[src/hw/rtl/assert_macros.svh]
// Assertion macros shared by the RTL files
`ifndef ASSERT_MACROS_SVH
`define ASSERT_MACROS_SVH

// Property must hold at every clock edge outside reset
`define ASSERT_PROP(label, clk, rst_n, prop, msg) \
    label: assert property (@(posedge clk) disable iff (!rst_n) (prop)) else $error(msg);

// Expression must never be true outside reset
`define ASSERT_NEVER(label, clk, rst_n, expr, msg) \
    label: assert property (@(posedge clk) disable iff (!rst_n) !(expr)) else $error(msg);

`endif

[src/hw/rtl/ltd_pkg.sv]
// Package: types and constants of the light-curve detection trigger
`timescale 1ns / 1ps
package ltd_pkg;
    localparam int MAG_W     = 24;
    localparam int EPOCH_W   = 32;
    localparam int CHI_W     = 32;
    localparam int SQ_W      = 2 * MAG_W;
    localparam int CHI_SHIFT = 8;
    localparam int NUM_W     = SQ_W + CHI_SHIFT;
    localparam int OUT_RUN_W = 16;
    localparam int CFG_RUN_W = 16;
    localparam int PADDR_W   = 5;
    localparam int PDATA_W   = 32;
    localparam int QUEUE_DEPTH = 2;
    localparam int QPTR_W    = $clog2(QUEUE_DEPTH);
    localparam int QCNT_W    = $clog2(QUEUE_DEPTH + 1);

    localparam logic [MAG_W-1:0] ONE_Q16 = MAG_W'(65536);
    localparam logic [CHI_W-1:0] CHI_MAX = '1;

    typedef enum logic [2:0] {
        REG_POINT_THR     = 3'd0,
        REG_TOTAL_THR     = 3'd1,
        REG_MIN_RUN       = 3'd2,
        REG_GAP_LIMIT     = 3'd3,
        REG_CURVE_INVALID = 3'd4
    } t_reg_idx;

    typedef enum logic [2:0] {
        FE_IDLE,
        FE_SQUARE,
        FE_START,
        FE_DIVIDE,
        FE_PUSH
    } t_fe_state;

    typedef struct packed {
        logic [CHI_W-1:0]   chi_flat;
        logic [CHI_W-1:0]   chi_model;
        logic [EPOCH_W-1:0] epoch;
        logic               unsat;
        logic               last;
    } t_job;

    typedef struct packed {
        logic [31:0]          point_thr;
        logic [31:0]          total_thr;
        logic [CFG_RUN_W-1:0] min_run;
        logic [EPOCH_W-1:0]   gap_limit;
        logic                 curve_invalid;
    } t_cfg;
endpackage

[src/hw/rtl/ltd_fifo.sv]
// Short job queue between front and back end
`timescale 1ns / 1ps
`include "assert_macros.svh"
module ltd_fifo import ltd_pkg::*; (
    input  logic  i_clk,
    input  logic  i_rst_n,
    input  logic  i_push,
    input  t_job  i_job,
    input  logic  i_pop,
    output logic  o_full,
    output logic  o_valid,
    output t_job  o_job
);
    t_job              r_mem [QUEUE_DEPTH];
    logic [QPTR_W-1:0] r_wr, r_rd;
    logic [QCNT_W-1:0] r_count;

    always_ff @(posedge i_clk) begin
        if (!i_rst_n) begin
            r_wr    <= '0;
            r_rd    <= '0;
            r_count <= '0;
        end else begin
            if (i_push) r_wr <= r_wr + 1'b1;
            if (i_pop)  r_rd <= r_rd + 1'b1;
            r_count <= r_count + QCNT_W'(i_push) - QCNT_W'(i_pop);
        end
    end

    always_ff @(posedge i_clk) begin
        if (i_push) r_mem[r_wr] <= i_job;
    end

    assign o_full  = r_count == QCNT_W'(QUEUE_DEPTH);
    assign o_valid = r_count != '0;
    assign o_job   = r_mem[r_rd];

    `ASSERT_NEVER(a_overflow, i_clk, i_rst_n, i_push && o_full, "push into full queue")
    `ASSERT_NEVER(a_underflow, i_clk, i_rst_n, i_pop && !o_valid, "pop from empty queue")
    `ASSERT_PROP(a_count_up, i_clk, i_rst_n, (i_push && !i_pop) |=> r_count == $past(r_count) + 1'b1,
        "queue count did not grow")
endmodule

[config.mk]
export PLATFORM = sky130hd
export DESIGN_NAME = ltd_fifo
export DESIGN_NICKNAME = d
export VERILOG_FILES = /design/src/hw/rtl/ltd_pkg.sv /design/src/hw/rtl/ltd_fifo.sv
export VERILOG_INCLUDE_DIRS = /design/src /design/src/hw/rtl
export SDC_FILE = /design/constraint.sdc
export NUM_CORES = 1
export LEC_CHECK = 0
export BUFFER_PORTS_ARGS = -buffer_cell sky130_fd_sc_hd__buf_2
export CELL_PAD_IN_SITES_DETAIL_PLACEMENT = 1
export CELL_PAD_IN_SITES_GLOBAL_PLACEMENT = 2
export CORE_UTILIZATION = 38
export CTS_CLUSTER_DIAMETER = 50
export CTS_CLUSTER_SIZE = 16
export DETAILED_ROUTE_END_ITERATION = 12
export HOLD_SLACK_MARGIN = 0.12
export PLACE_DENSITY = 0.9
export SYNTH_ARGS = -nofsm -noshare
export SYNTH_HDL_FRONTEND = slang
export SYNTH_SLANG_ARGS = --single-unit
[constraint.sdc]
create_clock -name i_clk -period 7.45 [get_ports i_clk]
set_input_delay 0.3725 -clock i_clk [delete_from_list [all_inputs] [get_ports i_clk]]
set_output_delay 0.3725 -clock i_clk [all_outputs]
set_load 0.005 [all_outputs]
==> results.json <==
{
  "cts_sinks": 201,
  "vias_per_cell": 4.56,
  "routedWlPerCell_um": 18.7,
  "required_ns": 7.08,
  "rsz0062_at_grt": "no",
  "start_util_pct": 39.1,
  "hold_path.class": "input port to register",
  "final_net_count": 747,
  "via_count": 4186,
  "synth_cells": 326,
  "io_pins": 202,
  "die_y_um": 141,
  "yosysTopAreaCell": "edfxtp_1",
  "grt_usage_pct": 17.3,
  "cap_violations": 0,
  "avgSynthCellArea_um2": 22.6,
  "cts.clk_slew.worst_paths_ns": 0.06,
  "yosysSeqAreaShare_pct": 81.2,
  "min_period_ns": 2.98,
  "io_buffers": 201,
  "synth_area_leaders": "edfxtp_1, mux2_2, mux2_4",
  "cts_tree": "yes",
  "hold_slack_ns": 0.240,
  "clk-insertion-delay-late_ns": 0.50,
  "dp_slack_ns": 4.95,
  "cts_resized": 0,
  "die_w_um": 141,
  "crit_type": "register to output pin",
  "instances_no_fill": 918,
  "power.density_mw_per_mm2": 266,
  "worst_slack_ns": 4.47,
  "grt_pass1_vias": 4833,
  "post-route-period-util_pct": 40.0,
  "synthesis.nets": 430,
  "fp.coreArea_mm2": 0.0188,
  "drive_above_1_share_pct": 52.1,
  "dpl.hpwl_um": 9960,
  "yosysWarnings": 0,
  "status": "finished clean",
  "grt_pass1_wl_um": 26400,
  "skew_ns": 0.0217,
  "synth.cell_area_mm2": 0.00737,
  "finalSetupViolations": 0,
  "vdd_ir_drop_max_v": 0.000190,
  "synth.top_cell.area_share_pct": 79.8,
  "synth.distinct_cells": 14,
  "clockBufferDepth": 3,
  "drt-total-wl_um": 17200,
  "gp_congestion": 0.705,
  "layout_commonest_cell": "buf_2",
  "stdcell_area_mm2": 0.0104,
  "max_clock_freq_mhz": 336,
  "fin_setup_tns_ns": 0,
  "clock_tree.root_cell": "clkbuf_16",
  "dieArea_mm2": 0.0200,
  "postPlaceCellArea_mm2": 0.00867,
  "drcViolationCount": 0,
  "drtPass1Iterations": 4,
  "relSlewSlack_pct": 49.2,
  "grt_max_degree": 54,
  "mostFrequentLayoutCells": "buf_2, edfxtp_1, dlygate4sd3_1",
  "grt_antenna_before_repair": 1,
  "p_leak_uw": 0.00401,
  "critPathLaunchType": "register",
  "drtAntennaViolNets": 0,
  "drv_slew": 0,
  "cts_setup_buffers": 0,
  "cts-buffers-inserted": 22,
  "worstPathArrival_ns": 2.61,
  "dp_cells": 780,
  "worstPathMaxFanout": 51,
  "gr-total-overflow": 0,
  "r2r_setup_slack_ns": 5.33,
  "cts_hold_buf": 99,
  "drtIter0Drc": 150,
  "std_cell_rows": 50,
  "synth-seq-cells": 201,
  "hold_viol_final": 0,
  "worst_pin_slew_ns": 0.760,
  "worst_setup_path_end_kind": "output pin",
  "area_delta_synth_final_pct": 41.7,
  "h-tree-depth": 1
}
## through the flow
step / total power (uW) / util (%)
floorplan: 1480 / -
global placement: 1580 / 46.0
detailed placement: 1600 / 46.0
CTS: 2810 / 55.5
global route: 2880 / 55.5
finish: 2780 / 55.5
## state kept, by name, indices dropped and copies added (netlist names), named ones only
name	flops
r_mem	196
r_count	2
r_rd	1
r_wr	1
## synth_stat cells
library cell / number
buf_6: 4
or2_2: 1
mux2_4: 20
and2_1: 4
o21a_1: 1
edfxtp_1: 196
ha_1: 2
dfxtp_1: 5
buf_2: 7
mux2_2: 78
inv_1: 2
nor2b_1: 4
xor2_1: 1
xnor3_1: 1
## final timing paths
path,start,endpoint,cells past startpoint
setup / recovery,register,o_job[54],3
hold reg to reg,r_rd$_SDFFE_PN0P_,register,2
hold / removal,i_pop,register,3
setup reg to reg,r_wr$_SDFFE_PN0P_,r_mem[1][80]$_DFFE_PP_,2
## routing by layer
layer  GRT usage (%)  vias up  part of all wire (%)
met2            32.8      168                    54
met1            19.3     2057                    38
met4            5.43        0                   3.1
met5               0        -                     0
li1                -     1929                     -
met3            3.81       32                   5.6
## critical path: stages, from the launching register on
cell	delay [ns]
dfxtp_4	0.80
buf_4	0.73
mux2_2	0.42
buf_2	0.13
## layout make-up
class	count	area (um^2)
inverter	2	7.51
timing repair buffer	304	2030
antenna	1	2.50
fill	1713	8380
clock buffer	23	554
clock inverter	15	231
multi-input combinational	112	1310
tap	260	325
sequential	201	5990
## power breakdown
group / total (uW) / switching (uW) / internal [uW] / leakage (uW)
sequential: 1340 / 28.4 / 1310 / 0.00188
clock: 1160 / 442 / 723 / 0.000382
combinational: 280 / 118 / 162 / 0.00174
total: 2780 / 589 / 2190 / 0.00401
## cells by family after synthesis
logic type	after synthesis	synth area share [%]
xor gates and xnor gates	2	0.424
adders and majority gates	2	0.339
AOI/OAI and AO/OA	1	0.102
DFF	201	81.2
and+or+nand+nor	9	0.764
buffers and inverters	13	1.19
muxes	98	16.0
No activity file was read; power rests on OpenSTA's default activity.
