### src/hw/rtl/assert_macros.svh
// Assertion macros shared by the RTL files
`ifndef ASSERT_MACROS_SVH
`define ASSERT_MACROS_SVH

// Property must hold at every clock edge outside reset
`define ASSERT_PROP(label, clk, rst_n, prop, msg) \
    label: assert property (@(posedge clk) disable iff (!rst_n) (prop)) else $error(msg);

// Expression must never be true outside reset
`define ASSERT_NEVER(label, clk, rst_n, expr, msg) \
    label: assert property (@(posedge clk) disable iff (!rst_n) !(expr)) else $error(msg);

`endif

### src/hw/rtl/ltd_pkg.sv
// Package: types and constants of the light-curve detection trigger
`timescale 1ns / 1ps
package ltd_pkg;
    localparam int MAG_W     = 24;
    localparam int EPOCH_W   = 32;
    localparam int CHI_W     = 32;
    localparam int SQ_W      = 2 * MAG_W;
    localparam int CHI_SHIFT = 8;
    localparam int NUM_W     = SQ_W + CHI_SHIFT;
    localparam int OUT_RUN_W = 16;
    localparam int CFG_RUN_W = 16;
    localparam int PADDR_W   = 5;
    localparam int PDATA_W   = 32;
    localparam int QUEUE_DEPTH = 2;
    localparam int QPTR_W    = $clog2(QUEUE_DEPTH);
    localparam int QCNT_W    = $clog2(QUEUE_DEPTH + 1);

    localparam logic [MAG_W-1:0] ONE_Q16 = MAG_W'(65536);
    localparam logic [CHI_W-1:0] CHI_MAX = '1;

    typedef enum logic [2:0] {
        REG_POINT_THR     = 3'd0,
        REG_TOTAL_THR     = 3'd1,
        REG_MIN_RUN       = 3'd2,
        REG_GAP_LIMIT     = 3'd3,
        REG_CURVE_INVALID = 3'd4
    } t_reg_idx;

    typedef enum logic [2:0] {
        FE_IDLE,
        FE_SQUARE,
        FE_START,
        FE_DIVIDE,
        FE_PUSH
    } t_fe_state;

    typedef struct packed {
        logic [CHI_W-1:0]   chi_flat;
        logic [CHI_W-1:0]   chi_model;
        logic [EPOCH_W-1:0] epoch;
        logic               unsat;
        logic               last;
    } t_job;

    typedef struct packed {
        logic [31:0]          point_thr;
        logic [31:0]          total_thr;
        logic [CFG_RUN_W-1:0] min_run;
        logic [EPOCH_W-1:0]   gap_limit;
        logic                 curve_invalid;
    } t_cfg;
endpackage

### src/hw/rtl/ltd_if.sv


interface ltd_res_if import ltd_pkg::*; #(parameter int SUM_BITS = 48) ();
    logic                       valid;
    logic                       ready;
    logic signed [SUM_BITS-1:0] delta_chi2;
    logic signed [SUM_BITS-1:0] strong_chi2;
    logic [OUT_RUN_W-1:0]       longest_run;
    logic                       group_detected;
    logic                       flat_curve;

    modport source (output valid, delta_chi2, strong_chi2, longest_run, group_detected,
                    flat_curve, input ready);
    modport sink (input valid, delta_chi2, strong_chi2, longest_run, group_detected,
                  flat_curve, output ready);
endinterface

### src/hw/rtl/ltd_back.sv
// Back end: accumulates sums and runs per group and registers the result
`timescale 1ns / 1ps
module ltd_back import ltd_pkg::*; #(
    parameter int SUM_BITS = 48,
    parameter int RUN_BITS = 16
) (
    input  logic      i_clk,
    input  logic      i_rst_n,
    input  logic      i_valid,
    input  t_job      i_job,
    input  t_cfg      i_cfg,
    output logic      o_pop,
    ltd_res_if.source o_res
);
    localparam int ACC_W = ((SUM_BITS > CHI_W + 1) ? SUM_BITS : CHI_W + 1) + 1;
    localparam int RUN_EXT = (RUN_BITS > OUT_RUN_W) ? RUN_BITS : OUT_RUN_W;
    localparam logic signed [SUM_BITS-1:0] SUM_HI = {1'b0, {(SUM_BITS-1){1'b1}}};
    localparam logic signed [SUM_BITS-1:0] SUM_LO = {1'b1, {(SUM_BITS-1){1'b0}}};

    logic [RUN_BITS-1:0]        r_run, r_best, n_run, n_best;
    logic [EPOCH_W-1:0]         r_prev_ep, n_prev_ep;
    logic                       r_prev_vld, n_prev_vld;
    logic signed [SUM_BITS-1:0] r_delta, r_strong, n_delta, n_strong;
    logic signed [SUM_BITS-1:0] s_delta, s_strong;
    logic [RUN_BITS-1:0]        s_best;
    logic signed [CHI_W:0]      w_diff;
    logic                       w_consec, w_emit;
    logic [RUN_EXT-1:0]         w_best_ext;
    logic                       r_out_vld;

    function automatic logic signed [SUM_BITS-1:0] sat_add(
        input logic signed [SUM_BITS-1:0] s,
        input logic signed [CHI_W:0]      v
    );
        logic signed [ACC_W-1:0] t;
        t = ACC_W'(s) + ACC_W'(v);
        if (t > ACC_W'(SUM_HI)) return SUM_HI;
        if (t < ACC_W'(SUM_LO)) return SUM_LO;
        return SUM_BITS'(t);
    endfunction

    assign o_pop    = i_valid && (!r_out_vld || o_res.ready);
    assign w_diff   = $signed({1'b0, i_job.chi_flat}) - $signed({1'b0, i_job.chi_model});
    assign w_consec = r_prev_vld && (i_job.epoch > r_prev_ep)
                      && ((i_job.epoch - r_prev_ep) < i_cfg.gap_limit);

    always_comb begin
        s_delta    = r_delta;
        s_strong   = r_strong;
        s_best     = r_best;
        n_run      = r_run;
        n_prev_ep  = r_prev_ep;
        n_prev_vld = r_prev_vld;
        w_emit     = 1'b0;
        if (!i_cfg.curve_invalid) begin
            if (i_job.unsat) begin
                s_delta = sat_add(r_delta, w_diff);
                if (i_job.chi_flat > i_cfg.point_thr) begin
                    s_strong = sat_add(r_strong, w_diff);
                    if (w_consec) begin
                        n_run = (r_run != '1) ? r_run + 1'b1 : r_run;
                        if (n_run > r_best) s_best = n_run;
                    end else begin
                        n_run = RUN_BITS'(1);
                    end
                end else begin
                    n_run = '0;
                end
            end
            n_prev_ep  = i_job.epoch;
            n_prev_vld = 1'b1;
            w_emit     = i_job.last;
        end
        n_delta  = s_delta;
        n_strong = s_strong;
        n_best   = s_best;
        if (i_job.last) begin
            n_run      = '0;
            n_best     = '0;
            n_prev_ep  = '0;
            n_prev_vld = 1'b0;
            n_delta    = '0;
            n_strong   = '0;
        end
    end

    assign w_best_ext = RUN_EXT'(s_best);

    always_ff @(posedge i_clk) begin
        if (!i_rst_n) begin
            r_run      <= '0;
            r_best     <= '0;
            r_prev_ep  <= '0;
            r_prev_vld <= 1'b0;
            r_delta    <= '0;
            r_strong   <= '0;
            r_out_vld  <= 1'b0;
        end else begin
            if (o_pop) begin
                r_run      <= n_run;
                r_best     <= n_best;
                r_prev_ep  <= n_prev_ep;
                r_prev_vld <= n_prev_vld;
                r_delta    <= n_delta;
                r_strong   <= n_strong;
            end
            if (o_pop && w_emit) begin
                r_out_vld <= 1'b1;
            end else if (o_res.ready) begin
                r_out_vld <= 1'b0;
            end
        end
    end

    always_ff @(posedge i_clk) begin
        if (o_pop && w_emit) begin
            o_res.delta_chi2     <= s_delta;
            o_res.strong_chi2    <= s_strong;
            o_res.longest_run    <= w_best_ext[OUT_RUN_W-1:0];
            o_res.group_detected <= (ACC_W'(s_delta) > $signed(ACC_W'(i_cfg.total_thr)))
                                    && (w_best_ext >= RUN_EXT'(i_cfg.min_run));
            o_res.flat_curve     <= s_best == '0;
        end
    end

    assign o_res.valid = r_out_vld;
endmodule

### src/flat_wrapper.sv
// flat-port wrapper written by rule: the top's interface ports become plain ports
module ltd_back_flat import ltd_pkg::*;
#(
    parameter int SUM_BITS = 48,
    parameter int RUN_BITS = 16
)
  (i_clk, i_rst_n, i_valid, i_job, i_cfg, o_pop, o_res_valid, o_res_delta_chi2, o_res_strong_chi2, o_res_longest_run, o_res_group_detected, o_res_flat_curve, o_res_ready);
  ltd_res_if #(.SUM_BITS(SUM_BITS)) o_res_i ();
  input  logic i_clk;
  input  logic i_rst_n;
  input  logic i_valid;
  input  t_job i_job;
  input  t_cfg i_cfg;
  output logic o_pop;
  output wire logic [$bits(o_res_i.valid)-1:0] o_res_valid;
  output wire logic [$bits(o_res_i.delta_chi2)-1:0] o_res_delta_chi2;
  output wire logic [$bits(o_res_i.strong_chi2)-1:0] o_res_strong_chi2;
  output wire logic [$bits(o_res_i.longest_run)-1:0] o_res_longest_run;
  output wire logic [$bits(o_res_i.group_detected)-1:0] o_res_group_detected;
  output wire logic [$bits(o_res_i.flat_curve)-1:0] o_res_flat_curve;
  input wire logic [$bits(o_res_i.ready)-1:0] o_res_ready;
  assign o_res_valid = o_res_i.valid;
  assign o_res_delta_chi2 = o_res_i.delta_chi2;
  assign o_res_strong_chi2 = o_res_i.strong_chi2;
  assign o_res_longest_run = o_res_i.longest_run;
  assign o_res_group_detected = o_res_i.group_detected;
  assign o_res_flat_curve = o_res_i.flat_curve;
  assign o_res_i.ready = o_res_ready;
  ltd_back #(.SUM_BITS(SUM_BITS), .RUN_BITS(RUN_BITS)) u_core (.i_clk(i_clk), .i_rst_n(i_rst_n), .i_valid(i_valid), .i_job(i_job), .i_cfg(i_cfg), .o_pop(o_pop), .o_res(o_res_i));
endmodule
### config.mk
export PLATFORM = sky130hd
export DESIGN_NAME = ltd_back_flat
export DESIGN_NICKNAME = d
export VERILOG_FILES = /design/src/hw/rtl/assert_macros.svh /design/src/hw/rtl/ltd_pkg.sv /design/src/hw/rtl/ltd_if.sv /design/src/hw/rtl/ltd_back.sv /design/src/flat_wrapper.sv
export SDC_FILE = /design/constraint.sdc
export NUM_CORES = 1
export LEC_CHECK = 0
export BUFFER_PORTS_ARGS = -buffer_cell sky130_fd_sc_hd__buf_2
export CAP_MARGIN = 0
export CORE_MARGIN = 2
export CORE_UTILIZATION = 59
export DETAILED_ROUTE_END_ITERATION = 8
export GPL_TIMING_DRIVEN = 0
export PLACE_DENSITY = 0.82
export SLEW_MARGIN = 20
export SYNTH_ARGS = -nofsm -noshare
export SYNTH_HDL_FRONTEND = slang
export SYNTH_SLANG_ARGS = --single-unit
### constraint.sdc
create_clock -name i_clk -period 11 [get_ports i_clk]
set_clock_uncertainty 0.1 [all_clocks]
set_input_delay 0.55 -clock i_clk [delete_from_list [all_inputs] [get_ports i_clk]]
set_output_delay 0.55 -clock i_clk [all_outputs]
set_load 0.05 [all_outputs]
==> results.md <==
- Status: finished, final reports clean
- Clock Tree Root: clkbuf_16
- Clk buf depth: 3
- Diode count: 0
- Die ar.: 39900 sq um
- Most common cell after layout, fill and taps aside: buf_2
- RePlAce Congestion: 0.953
- Number of synthesized register bits: 276
- Top_reg_cell synth: dfxtp_1
- Final #Nets: 3579
- FP Rows: 71
- Routed Antenna Nets: 0
- Worst VDD drop: 0.000127 V
- Core area: 37700 sq um
- Chip height: around 200 um
- Area share of the largest cell type after synthesis: 0.160
- DRC Markers: 0
- Initial antenna violation count: 0
- Die width: 200 um
- Vias in the first global route: 20482
- Commonest cells after routing, fill and taps aside: buf_2 (343), ha_1 (288), nor2_1 (273)
- Dominant cell type by area after synthesis: ha_1
- CP endpoint kind: flop
- Final count of pins violating max slew: 0
- DRT Pass-1 Iters: 7
- Clk_lat worst skew: 0.59 ns
- WP data arrival: 10.66 ns
- Synth Instances: ~2700
- Pwr/cell area: about 120 nW/um^2
- Number of synthesized flops with an enable pin: between 100 and 150
- Slew margin rel.: 0.397
- CTS sink count: about 280
- IO Port Bufs: 330
- TritonCTS Buffers: 31
- Starting density of the core: 0.600
- Max Clk Rate: between 0.09 and 0.1 GHz
- Number of max-cap violations: 0
- Leakage: 12.3 nW
- Gr usage total: 0.321
- Register area share after synthesis: 0.295
- Fin crit period: 10.44 ns
- Hold Buf Count CTS: 0
- Mean Syn Cell Area: 8.35 sq um
- CP peak stage delay: 0.41 ns
- First-pass GRT wire length: approximately 100000 um
- Fin. Hold Viols: 0
- Worst Path Required: 11.22 ns
- I/O pin cnt: 331
- Synth-to-Final Area Change: 14.7%
- Final setup violation count: 0
- Routed WL: 66000 um
- CP Max Fanout: 32
- Synth unique cells: 86
- Largest net degree at the start of global routing: 64
- Final period util: 0.949
- Total gr overflow: 0
- Worst setup SP type: primary input
- DR vias: 21611
- Setup ws final: 0.561 ns
- Worst Max-Slew Pin Slew: 0.898 ns
- Final Util: 0.689
- DR WL/cell: about 18 um
- Share of layout cells above drive strength 1: 0.159
- Vias per inst: 5.99
- Slowest cell on the critical path: fa_1
- Post-DP HPWL: approximately 52000 um
- Synthesized Nets: 3216
- Critical path type: primary input to flop
- H-tree depth: 1
- Ranking of synthesized cells by area: ha_1 (16%), edfxtp_1 (15%), dfxtp_1 (14%)
- CTS tree: built
- Synth async-reset ratio: 0
- Synthesized cell area: 22600 sq um
- Fillers: 3171
- Ys Warns: 0
- RSZ-0062 raised after global routing: false
- Clock-pin slew on the worst setup and hold paths: approximately 0.060 ns
- DR iter-0 viols: 1597
- Pre-CTS WS: -0.198 ns
- Type of the tightest min-delay check: primary input to flop
[metrics by stage]
stage	cell area, sq um	instances	hold WS, ns	setup TNS (ns)	power (mW)
final	25900	3607	0.148	0	3.17
after global routing	25900	3607	0.154	0	3.32
after CTS	25900	3609	0.131	0	3.16
after detailed placement	25000	3551	0.363	-0.198	2.16
after global placement	24900	3549	0.359	-0.717	2.13
after floorplan	22600	2708	0.342	0	1.87
[critical path: cells and delay by family]
family                   cells  cell delay (ns)
buffers and inverters        6             1.06
multiplexers                 1             0.29
adder cells (fa/ha/maj)      4             1.22
AND/OR/NAND/NOR             12             2.71
AO/OA/AOI/OAI               22             4.78
[final timing paths]
check                                    startpoint                           to  slack (ns)  cells after the start
worst min register to register  u_core.r_strong[10]          u_core.r_strong[10]        0.39                      2
worst min-delay path                      i_job[23]         u_core.r_prev_ep[21]        0.15                      3
worst max-delay path                      i_job[66]  u_core.o_res.group_detected        0.56                     45
worst max register to register  u_core.r_prev_ep[0]  u_core.o_res.group_detected        2.08                     43
[cell families (layout without fill, tap and decap cells)]
family | count (synthesis) | in the layout | synth area share
DFF | 276 | 276 | 0.295
and+or+nand+nor | 738 | 738 | 0.152
AOI/OAI and AO/OA | 830 | 830 | 0.239
muxes | 45 | 45 | 0.0222
buffers and inverters | 365 | 753 | 0.0641
adders and majority gates | 312 | 312 | 0.173
xor gates and xnor gates | 142 | 142 | 0.0550
[synthesized netlist by cell type, types with 5 or more instances]
cell	number
a211oi_1	15
a21boi_0	6
a21o_1	108
a21oi_1	233
a221oi_1	9
a22o_1	22
a22oi_1	92
a31oi_1	21
a32o_1	19
and2_1	14
and3_1	21
buf_2	13
buf_4	9
clkbuf_1	67
dfxtp_1	162
edfxtp_1	114
ha_1	289
inv_1	266
maj3_1	7
maj3_2	12
mux2_2	42
nand2_1	169
nand2b_1	37
nand3_1	52
nand3b_1	5
nand4_1	43
nor2_1	273
nor2b_1	33
nor3_1	37
nor4_1	15
o211ai_1	19
o21a_1	26
o21ai_0	132
o21ai_1	28
o21bai_1	23
o221ai_1	5
o22ai_1	19
or2_2	9
or3_1	10
xnor2_1	97
xor2_1	45
[routing by layer]
layer / GRT usage / share of wire
met1: 0.404 / 0.41
met2: 0.551 / 0.47
met3: 0.0395 / 0.073
met4: 0.145 / 0.048
met5: 0 / 0
[state kept, by name, indices dropped and copies added (netlist names)]
| signal | flops |
|---|---|
| u_core.o_res.delta_chi2 | 48 |
| u_core.o_res.strong_chi2 | 48 |
| u_core.r_delta | 48 |
| u_core.r_strong | 48 |
| u_core.r_prev_ep | 32 |
| u_core.o_res.longest_run | 16 |
| u_core.r_best | 16 |
| u_core.r_run | 16 |
| u_core.o_res.flat_curve | 1 |
| u_core.o_res.group_detected | 1 |
| u_core.o_res.valid | 1 |
| u_core.r_prev_vld | 1 |
[power breakdown]
part	switching (mW)	internal [mW]
clock network	0.437	0.572
registers	0.0137	1.09
logic	0.659	0.393
[cell type report]
cell class | count | area [sq um] | share of cell area
clock buffer | 42 | 827 | 0.0319
timing repair buffer | 332 | 1700 | 0.0655
buffer | 95 | 437 | 0.0168
inverter | 268 | 1010 | 0.0390
clock inverter | 16 | 136 | 0.00526
sequential | 276 | 6670 | 0.257
tap | 511 | 639 | 0.0246
multi-input combinational | 2067 | 14500 | 0.560
[repair_timing]
action | 4_1_cts | 5_1_grt
setup endpoints to repair | 0 | 1
buffers inserted | 0 | 0
gates resized for setup | 0 | 6
(Power assumes the default switching activity.)
