### src/hw/rtl/assert_macros.svh
// Assertion macros shared by the RTL files
`ifndef ASSERT_MACROS_SVH
`define ASSERT_MACROS_SVH

// Property must hold at every clock edge outside reset
`define ASSERT_PROP(label, clk, rst_n, prop, msg) \
    label: assert property (@(posedge clk) disable iff (!rst_n) (prop)) else $error(msg);

// Expression must never be true outside reset
`define ASSERT_NEVER(label, clk, rst_n, expr, msg) \
    label: assert property (@(posedge clk) disable iff (!rst_n) !(expr)) else $error(msg);

`endif

### src/hw/rtl/ltd_pkg.sv
// Package: types and constants of the light-curve detection trigger
`timescale 1ns / 1ps
package ltd_pkg;
    localparam int MAG_W     = 24;
    localparam int EPOCH_W   = 32;
    localparam int CHI_W     = 32;
    localparam int SQ_W      = 2 * MAG_W;
    localparam int CHI_SHIFT = 8;
    localparam int NUM_W     = SQ_W + CHI_SHIFT;
    localparam int OUT_RUN_W = 16;
    localparam int CFG_RUN_W = 16;
    localparam int PADDR_W   = 5;
    localparam int PDATA_W   = 32;
    localparam int QUEUE_DEPTH = 2;
    localparam int QPTR_W    = $clog2(QUEUE_DEPTH);
    localparam int QCNT_W    = $clog2(QUEUE_DEPTH + 1);

    localparam logic [MAG_W-1:0] ONE_Q16 = MAG_W'(65536);
    localparam logic [CHI_W-1:0] CHI_MAX = '1;

    typedef enum logic [2:0] {
        REG_POINT_THR     = 3'd0,
        REG_TOTAL_THR     = 3'd1,
        REG_MIN_RUN       = 3'd2,
        REG_GAP_LIMIT     = 3'd3,
        REG_CURVE_INVALID = 3'd4
    } t_reg_idx;

    typedef enum logic [2:0] {
        FE_IDLE,
        FE_SQUARE,
        FE_START,
        FE_DIVIDE,
        FE_PUSH
    } t_fe_state;

    typedef struct packed {
        logic [CHI_W-1:0]   chi_flat;
        logic [CHI_W-1:0]   chi_model;
        logic [EPOCH_W-1:0] epoch;
        logic               unsat;
        logic               last;
    } t_job;

    typedef struct packed {
        logic [31:0]          point_thr;
        logic [31:0]          total_thr;
        logic [CFG_RUN_W-1:0] min_run;
        logic [EPOCH_W-1:0]   gap_limit;
        logic                 curve_invalid;
    } t_cfg;
endpackage

### src/hw/rtl/ltd_if.sv
// Interfaces: point input channel and group result channel
`timescale 1ns / 1ps
interface ltd_pt_if import ltd_pkg::*; ();
    logic               valid;
    logic               ready;
    logic [MAG_W-1:0]   observed_mag;
    logic [MAG_W-1:0]   model_mag;
    logic [MAG_W-1:0]   mag_error;
    logic [EPOCH_W-1:0] epoch_time;
    logic               unsaturated;
    logic               group_last;

    modport source (output valid, observed_mag, model_mag, mag_error, epoch_time,
                    unsaturated, group_last, input ready);
    modport sink (input valid, observed_mag, model_mag, mag_error, epoch_time,
                  unsaturated, group_last, output ready);
endinterface


### src/hw/rtl/ltd_div.sv
// Iterative restoring divider: saturating 32-bit quotient, one bit per cycle
`timescale 1ns / 1ps
`include "assert_macros.svh"
module ltd_div import ltd_pkg::*; (
    input  logic             i_clk,
    input  logic             i_rst_n,
    input  logic             i_start,
    input  logic [NUM_W-1:0] i_num,
    input  logic [SQ_W-1:0]  i_den,
    output logic             o_busy,
    output logic [CHI_W-1:0] o_quot
);
    localparam int DSH_W = SQ_W + CHI_W - 1;
    localparam int SAT_W = SQ_W + CHI_W;
    localparam int CNT_W = $clog2(CHI_W + 1);

    logic             r_busy;
    logic [CNT_W-1:0] r_cnt;
    logic [NUM_W-1:0] r_rem;
    logic [DSH_W-1:0] r_dsh;
    logic [CHI_W-1:0] r_quot;
    logic             w_sat;
    logic             w_ge;

    assign w_sat = (i_den == '0) || (SAT_W'(i_num) >= {i_den, {CHI_W{1'b0}}});
    assign w_ge  = DSH_W'(r_rem) >= r_dsh;

    always_ff @(posedge i_clk) begin
        if (!i_rst_n) begin
            r_busy <= 1'b0;
            r_cnt  <= '0;
        end else if (i_start) begin
            r_busy <= !w_sat;
            r_cnt  <= w_sat ? '0 : CNT_W'(CHI_W);
        end else if (r_busy) begin
            r_cnt  <= r_cnt - 1'b1;
            r_busy <= r_cnt != CNT_W'(1);
        end
    end

    always_ff @(posedge i_clk) begin
        if (i_start) begin
            r_rem  <= i_num;
            r_dsh  <= {i_den, {(CHI_W-1){1'b0}}};
            r_quot <= w_sat ? CHI_MAX : '0;
        end else if (r_busy) begin
            if (w_ge) begin
                r_rem <= NUM_W'(DSH_W'(r_rem) - r_dsh);
            end
            r_quot <= {r_quot[CHI_W-2:0], w_ge};
            r_dsh  <= r_dsh >> 1;
        end
    end

    assign o_busy = r_busy;
    assign o_quot = r_quot;

    `ASSERT_NEVER(a_start_while_busy, i_clk, i_rst_n, i_start && r_busy, "start while busy")
    `ASSERT_PROP(a_busy_count, i_clk, i_rst_n, r_busy |-> r_cnt != '0, "busy with zero count")
    `ASSERT_PROP(a_last_step, i_clk, i_rst_n, (r_busy && r_cnt == CNT_W'(1) && !i_start) |=> !r_busy,
        "divider did not finish")
endmodule

### src/hw/rtl/ltd_front.sv
// Front end: accepts points, squares the differences, runs both chi2 divisions
`timescale 1ns / 1ps
module ltd_front import ltd_pkg::*; (
    input  logic      i_clk,
    input  logic      i_rst_n,
    ltd_pt_if.sink    i_pt,
    input  logic      i_full,
    output logic      o_push,
    output t_job      o_job
);
    t_fe_state r_state, n_state;

    logic [MAG_W-1:0]   r_obs, r_mdl, r_err;
    logic [EPOCH_W-1:0] r_epoch;
    logic               r_unsat, r_last;
    logic [SQ_W-1:0]    r_sq_flat, r_sq_model, r_sq_err;
    logic signed [MAG_W:0] w_d_flat, w_d_model;
    logic [MAG_W-1:0]   w_a_flat, w_a_model;
    logic               w_start;
    logic               w_busy_flat, w_busy_model;
    logic [CHI_W-1:0]   w_q_flat, w_q_model;

    assign w_d_flat  = $signed({1'b0, r_obs}) - $signed({1'b0, ONE_Q16});
    assign w_d_model = $signed({1'b0, r_obs}) - $signed({1'b0, r_mdl});
    assign w_a_flat  = w_d_flat[MAG_W]  ? MAG_W'(-w_d_flat)  : w_d_flat[MAG_W-1:0];
    assign w_a_model = w_d_model[MAG_W] ? MAG_W'(-w_d_model) : w_d_model[MAG_W-1:0];

    always_ff @(posedge i_clk) begin
        if (!i_rst_n) begin
            r_state <= FE_IDLE;
        end else begin
            r_state <= n_state;
        end
    end

    always_comb begin
        n_state = r_state;
        unique case (r_state)
            FE_IDLE:   if (i_pt.valid) n_state = FE_SQUARE;
            FE_SQUARE: n_state = FE_START;
            FE_START:  n_state = FE_DIVIDE;
            FE_DIVIDE: if (!w_busy_flat && !w_busy_model) n_state = FE_PUSH;
            FE_PUSH:   if (!i_full) n_state = FE_IDLE;
            default:   n_state = FE_IDLE;
        endcase
    end

    always_comb begin
        i_pt.ready = r_state == FE_IDLE;
        w_start    = r_state == FE_START;
        o_push     = (r_state == FE_PUSH) && !i_full;
    end

    always_ff @(posedge i_clk) begin
        if (i_pt.valid && i_pt.ready) begin
            r_obs   <= i_pt.observed_mag;
            r_mdl   <= i_pt.model_mag;
            r_err   <= i_pt.mag_error;
            r_epoch <= i_pt.epoch_time;
            r_unsat <= i_pt.unsaturated;
            r_last  <= i_pt.group_last;
        end
        if (r_state == FE_SQUARE) begin
            r_sq_flat  <= w_a_flat * w_a_flat;
            r_sq_model <= w_a_model * w_a_model;
            r_sq_err   <= r_err * r_err;
        end
    end

    ltd_div u_div_flat (
        .i_clk   (i_clk),
        .i_rst_n (i_rst_n),
        .i_start (w_start),
        .i_num   ({r_sq_flat, {CHI_SHIFT{1'b0}}}),
        .i_den   (r_sq_err),
        .o_busy  (w_busy_flat),
        .o_quot  (w_q_flat)
    );

    ltd_div u_div_model (
        .i_clk   (i_clk),
        .i_rst_n (i_rst_n),
        .i_start (w_start),
        .i_num   ({r_sq_model, {CHI_SHIFT{1'b0}}}),
        .i_den   (r_sq_err),
        .o_busy  (w_busy_model),
        .o_quot  (w_q_model)
    );

    assign o_job = '{chi_flat: w_q_flat, chi_model: w_q_model, epoch: r_epoch,
                     unsat: r_unsat, last: r_last};
endmodule

### src/flat_wrapper.sv
// flat-port wrapper written by rule: the top's interface ports become plain ports
module ltd_front_flat import ltd_pkg::*;
  (i_clk, i_rst_n, i_full, o_push, o_job, i_pt_valid, i_pt_observed_mag, i_pt_model_mag, i_pt_mag_error, i_pt_epoch_time, i_pt_unsaturated, i_pt_group_last, i_pt_ready);
  ltd_pt_if i_pt_i ();
  input  logic i_clk;
  input  logic i_rst_n;
  input  logic i_full;
  output logic o_push;
  output t_job o_job;
  input wire logic [$bits(i_pt_i.valid)-1:0] i_pt_valid;
  input wire logic [$bits(i_pt_i.observed_mag)-1:0] i_pt_observed_mag;
  input wire logic [$bits(i_pt_i.model_mag)-1:0] i_pt_model_mag;
  input wire logic [$bits(i_pt_i.mag_error)-1:0] i_pt_mag_error;
  input wire logic [$bits(i_pt_i.epoch_time)-1:0] i_pt_epoch_time;
  input wire logic [$bits(i_pt_i.unsaturated)-1:0] i_pt_unsaturated;
  input wire logic [$bits(i_pt_i.group_last)-1:0] i_pt_group_last;
  output wire logic [$bits(i_pt_i.ready)-1:0] i_pt_ready;
  assign i_pt_i.valid = i_pt_valid;
  assign i_pt_i.observed_mag = i_pt_observed_mag;
  assign i_pt_i.model_mag = i_pt_model_mag;
  assign i_pt_i.mag_error = i_pt_mag_error;
  assign i_pt_i.epoch_time = i_pt_epoch_time;
  assign i_pt_i.unsaturated = i_pt_unsaturated;
  assign i_pt_i.group_last = i_pt_group_last;
  assign i_pt_ready = i_pt_i.ready;
  ltd_front u_core (.i_clk(i_clk), .i_rst_n(i_rst_n), .i_pt(i_pt_i), .i_full(i_full), .o_push(o_push), .o_job(o_job));
endmodule
### config.mk
export PLATFORM = sky130hd
export DESIGN_NAME = ltd_front_flat
export DESIGN_NICKNAME = d
export VERILOG_FILES = /design/src/hw/rtl/ltd_pkg.sv /design/src/hw/rtl/ltd_if.sv /design/src/hw/rtl/ltd_div.sv /design/src/hw/rtl/ltd_front.sv /design/src/flat_wrapper.sv
export VERILOG_INCLUDE_DIRS = /design/src /design/src/hw/rtl
export SDC_FILE = /design/constraint.sdc
export NUM_CORES = 2
export LEC_CHECK = 0
export BUFFER_PORTS_ARGS = -buffer_cell sky130_fd_sc_hd__buf_4
export CORE_MARGIN = 2
export CORE_UTILIZATION = 65
export CTS_BUF_LIST = sky130_fd_sc_hd__clkbuf_4 sky130_fd_sc_hd__clkbuf_8
export DETAILED_ROUTE_END_ITERATION = 12
export GPL_TIMING_DRIVEN = 0
export HOLD_SLACK_MARGIN = 0.15
export PLACE_DENSITY = 0.88
export SYNTH_ARGS = -nofsm -noshare
export SYNTH_HDL_FRONTEND = slang
export SYNTH_SLANG_ARGS = --single-unit
export TNS_END_PERCENT = 30
### constraint.sdc
create_clock -name i_clk -period 21.6 [get_ports i_clk]
set_input_delay 1.08 -clock i_clk [delete_from_list [all_inputs] [get_ports i_clk]]
set_output_delay 1.08 -clock i_clk [all_outputs]
set_load 0.02 [all_outputs]
==> results.json <==
{
  "status": "complete, but fails checks",
  "violations": "antenna rules, capacitance limit, slew limit",
  "wl_um": 211000,
  "hold_class": "input port to flop",
  "die_w_um": 350,
  "rows": 127,
  "drive_above_1_share_pct": 6.04,
  "ys_warn_count": 0,
  "worstMarginPinSlew_ns": 1.50,
  "startpoint_type": "flop",
  "vias": 59215,
  "clock_sinks": 598,
  "relSlewSlack_pct": -1.30,
  "htree_levels": 3,
  "synthArstFlopShare_pct": 0,
  "min_period_ns": 14.19,
  "synthCells": 7896,
  "num-fill-cells": 8566,
  "cts-root-buf": "clkbuf_8",
  "clock.fmax_ghz": 0.0705,
  "drt-met1-wl_um": 76400,
  "ys_seq_area_share_pct": 21.8,
  "wl_met2_um": 98700,
  "setup_viol": 0,
  "place.gp.congestion": 1.03,
  "cts_setup_buffers": 0,
  "cts_made_buffers": 102,
  "hold_viol": 0,
  "overflow": 0,
  "start_util_pct": 65.2,
  "crit_fanout": 11,
  "port_buffers": 209,
  "drt_iter0_markers": 6108,
  "finalNetCount": 10311,
  "ctsHoldBuffers": 0,
  "setup_tns_ns": 0,
  "synth_top_area_cell": "fa_1",
  "worstPathArrival_ns": 14.77,
  "rsz0062_at_grt": "false",
  "endpoint_kind": "flop",
  "synth_top_area_share_pct": 32.7,
  "area_delta_synth_final_pct": 7.83,
  "grt_max_degree": 59,
  "maxSlewViolCount": 6,
  "wl_met3_um": 21600,
  "core_area_mm2": 0.119,
  "dr.pass1.iters": 9,
  "avgSynthCellArea_um2": 9.87,
  "antenna_found_initial": 6,
  "ctsResizeCount": 0,
  "drtAntennaViolNets": 1,
  "syn_nets": 9983,
  "crit_slowest_cell": "xor2_1",
  "netlist-cell-type-count": 85,
  "seqCellArea_mm2": 0.0170,
  "path_class": "flop to flop",
  "fin_skew_ns": 0.0792,
  "synth.area.top_cells": "fa_1 (33%), edfxtp_1 (19%), ha_1 (11%)",
  "wire_per_inst_um": 21.2,
  "critical_path.max_stage_delay_ns": 1.11,
  "io_pins": 210,
  "clk_latency_ns": 0.83,
  "grt_usage_pct": 35.0,
  "clk_pin_slew_worst_paths_ns": 0.07,
  "multi_input_area_mm2": 0.0535,
  "remaining_drc_errors": 0,
  "tritoncts": "built",
  "synth_seq_cells": 598,
  "synth_top_flop_cell": "edfxtp_1",
  "dp_hpwl_um": 171000,
  "synth-edff-count": 503,
  "die_h_um": 350,
  "die-area_mm2": 0.123,
  "grt_pass1_wl_um": 332000,
  "cpMostUsedCell": "fa_1",
  "netlist_area_mm2": 0.0780,
  "maxUsedRoutingLayer": "met5",
  "via_per_inst": 5.96,
  "max-clock-path-buffers": 3,
  "fin_crit_sh_pct": 65.7,
  "grt_pass1_vias": 62704,
  "critPathRequiredTime_ns": 22.18,
  "cap_viol_max_count": 1
}
-- path summary, 6_finish.rpt --
check	startpoint	end	slack, ns	cells past startpoint
setup / recovery	u_core.r_obs[0]	u_core.r_sq_model[47]	7.41	40
hold / removal	i_pt_mag_error[1]	u_core.r_err[1]	0.44	1
setup reg to reg	u_core.r_obs[0]	u_core.r_sq_model[47]	7.41	40
hold reg to reg	u_core.u_div_flat.r_cnt[5]	u_core.u_div_flat.r_cnt[5]	0.51	2
-- critical path: cells and delay by family (launching register included) --
family / cells / cell delay, ns
AOI/OAI and AO/OA: 13 / 3.47
DFF: 1 / 0.60
adders and majority gates: 10 / 4.76
xor gates and xnor gates: 3 / 1.64
buffers and inverters: 9 / 2.43
and+or+nand+nor: 5 / 1.04
-- metrics by stage --
stage                     hold slack [ns]  setup slack [ns]  utilization [%]  instance area, um2  instances
final                               0.441              7.41             70.3               84100       9930
after global routing                0.405              6.93             70.3               84000       9920
after CTS                           0.384              7.83             70.3               84000       9918
after detailed placement            0.483              7.86             68.4               81800       9731
after global placement              0.455              6.26             68.2               81500       9717
after floorplan                     0.444             10.04                -               78000       7896
-- cell type report --
type | count | share of cell area (%)
sequential | 598 | 20.2
timing repair buffer | 224 | 2.12
antenna | 11 | 0.0327
buffer | 258 | 1.20
tap | 1612 | 2.40
inverter | 1717 | 7.67
multi-input combinational | 5323 | 63.7
clock buffer | 150 | 2.20
clock inverter | 37 | 0.452
-- kinds of logic (layout without fill, tap and decap cells) --
logic type / Yosys count / in the layout / synth area share, %
other cells: 0 / 11 / 0
compound gates: 1099 / 1099 / 9.15
mux: 78 / 78 / 1.00
buf+inv: 1975 / 2386 / 9.56
simple gates: 1842 / 1842 / 10.8
fa+ha+maj: 1977 / 1977 / 44.0
xor+xnor: 327 / 327 / 3.69
flops: 598 / 598 / 21.8
-- cell usage in the layout, fill, tap and decap left out, types with 31 or more instances in the layout --
master and n:
buf_4 211, clkbuf_4 35, nor2_1 672, nor3_1 50, nand2b_1 54, nand2_1 572, a31oi_1 32, inv_1 1707
a22o_1 50, o21bai_1 38, clkbuf_8 116, nor2b_1 42, ha_1 705, edfxtp_1 503, xor2_1 117, nor4_1 31
xnor2_1 205, fa_1 1272, a21oi_1 271, clkbuf_1 222, mux2i_1 76, dfxtp_1 95, nand3_1 59, a21o_1 191
and2_1 171, and3_1 35, o21a_1 71, nand4_1 46, o21ai_0 238
-- synth_stat cells (9+ instances only) --
library cell	number
o21ai_0	238
o21a_1	71
nand4_1	46
o31ai_1	22
edfxtp_1	503
a221o_1	9
nor2_1	672
or3_1	15
clkbuf_1	222
and4_1	11
a21boi_0	13
mux2i_1	76
fa_1	1272
nand2b_1	56
nand2_1	572
a31oi_1	32
a22o_1	50
or4_1	10
o31a_1	9
a21oi_1	271
buf_1	15
or2_2	28
and3_1	35
o211ai_1	19
a21o_1	191
nor4_1	31
nor2b_1	42
a211oi_1	25
o21bai_1	38
buf_2	18
inv_1	1707
nor3_1	50
o22ai_1	25
nand3_1	59
dfxtp_1	95
a31o_2	15
xor2_1	117
ha_1	705
xnor2_1	208
and2_1	172
-- per-layer routing --
layer | GRT usage [%] | vias up
li1 | - | 25775
met1 | 43.8 | 29132
met2 | 56.4 | 3384
met3 | 7.96 | 920
met4 | 19.8 | 4
met5 | 0 | -
-- registers in the layout (all words and copies together) (netlist names) --
name and cells:
u_core.u_div_flat.r_cnt 6, u_core.r_epoch 32, u_core.u_div_model.r_dsh 79, u_core.r_sq_model 47, u_core.r_sq_err 47, u_core.r_unsat 1
u_core.u_div_model.r_cnt 6, u_core.u_div_flat.r_rem 56, u_core.u_div_model.o_quot 32, u_core.r_mdl 24, u_core.u_div_flat.r_dsh 79, u_core.u_div_model.r_rem 56
u_core.r_obs 24, u_core.u_div_flat.o_quot 32, u_core.r_err 24, u_core.r_sq_flat 47, u_core.r_state 3, u_core.u_div_model.o_busy 1
u_core.r_last 1, u_core.u_div_flat.o_busy 1
Power is not shown: default switching activity piles up to over one toggle a cycle in this logic, so the estimate is an artifact.
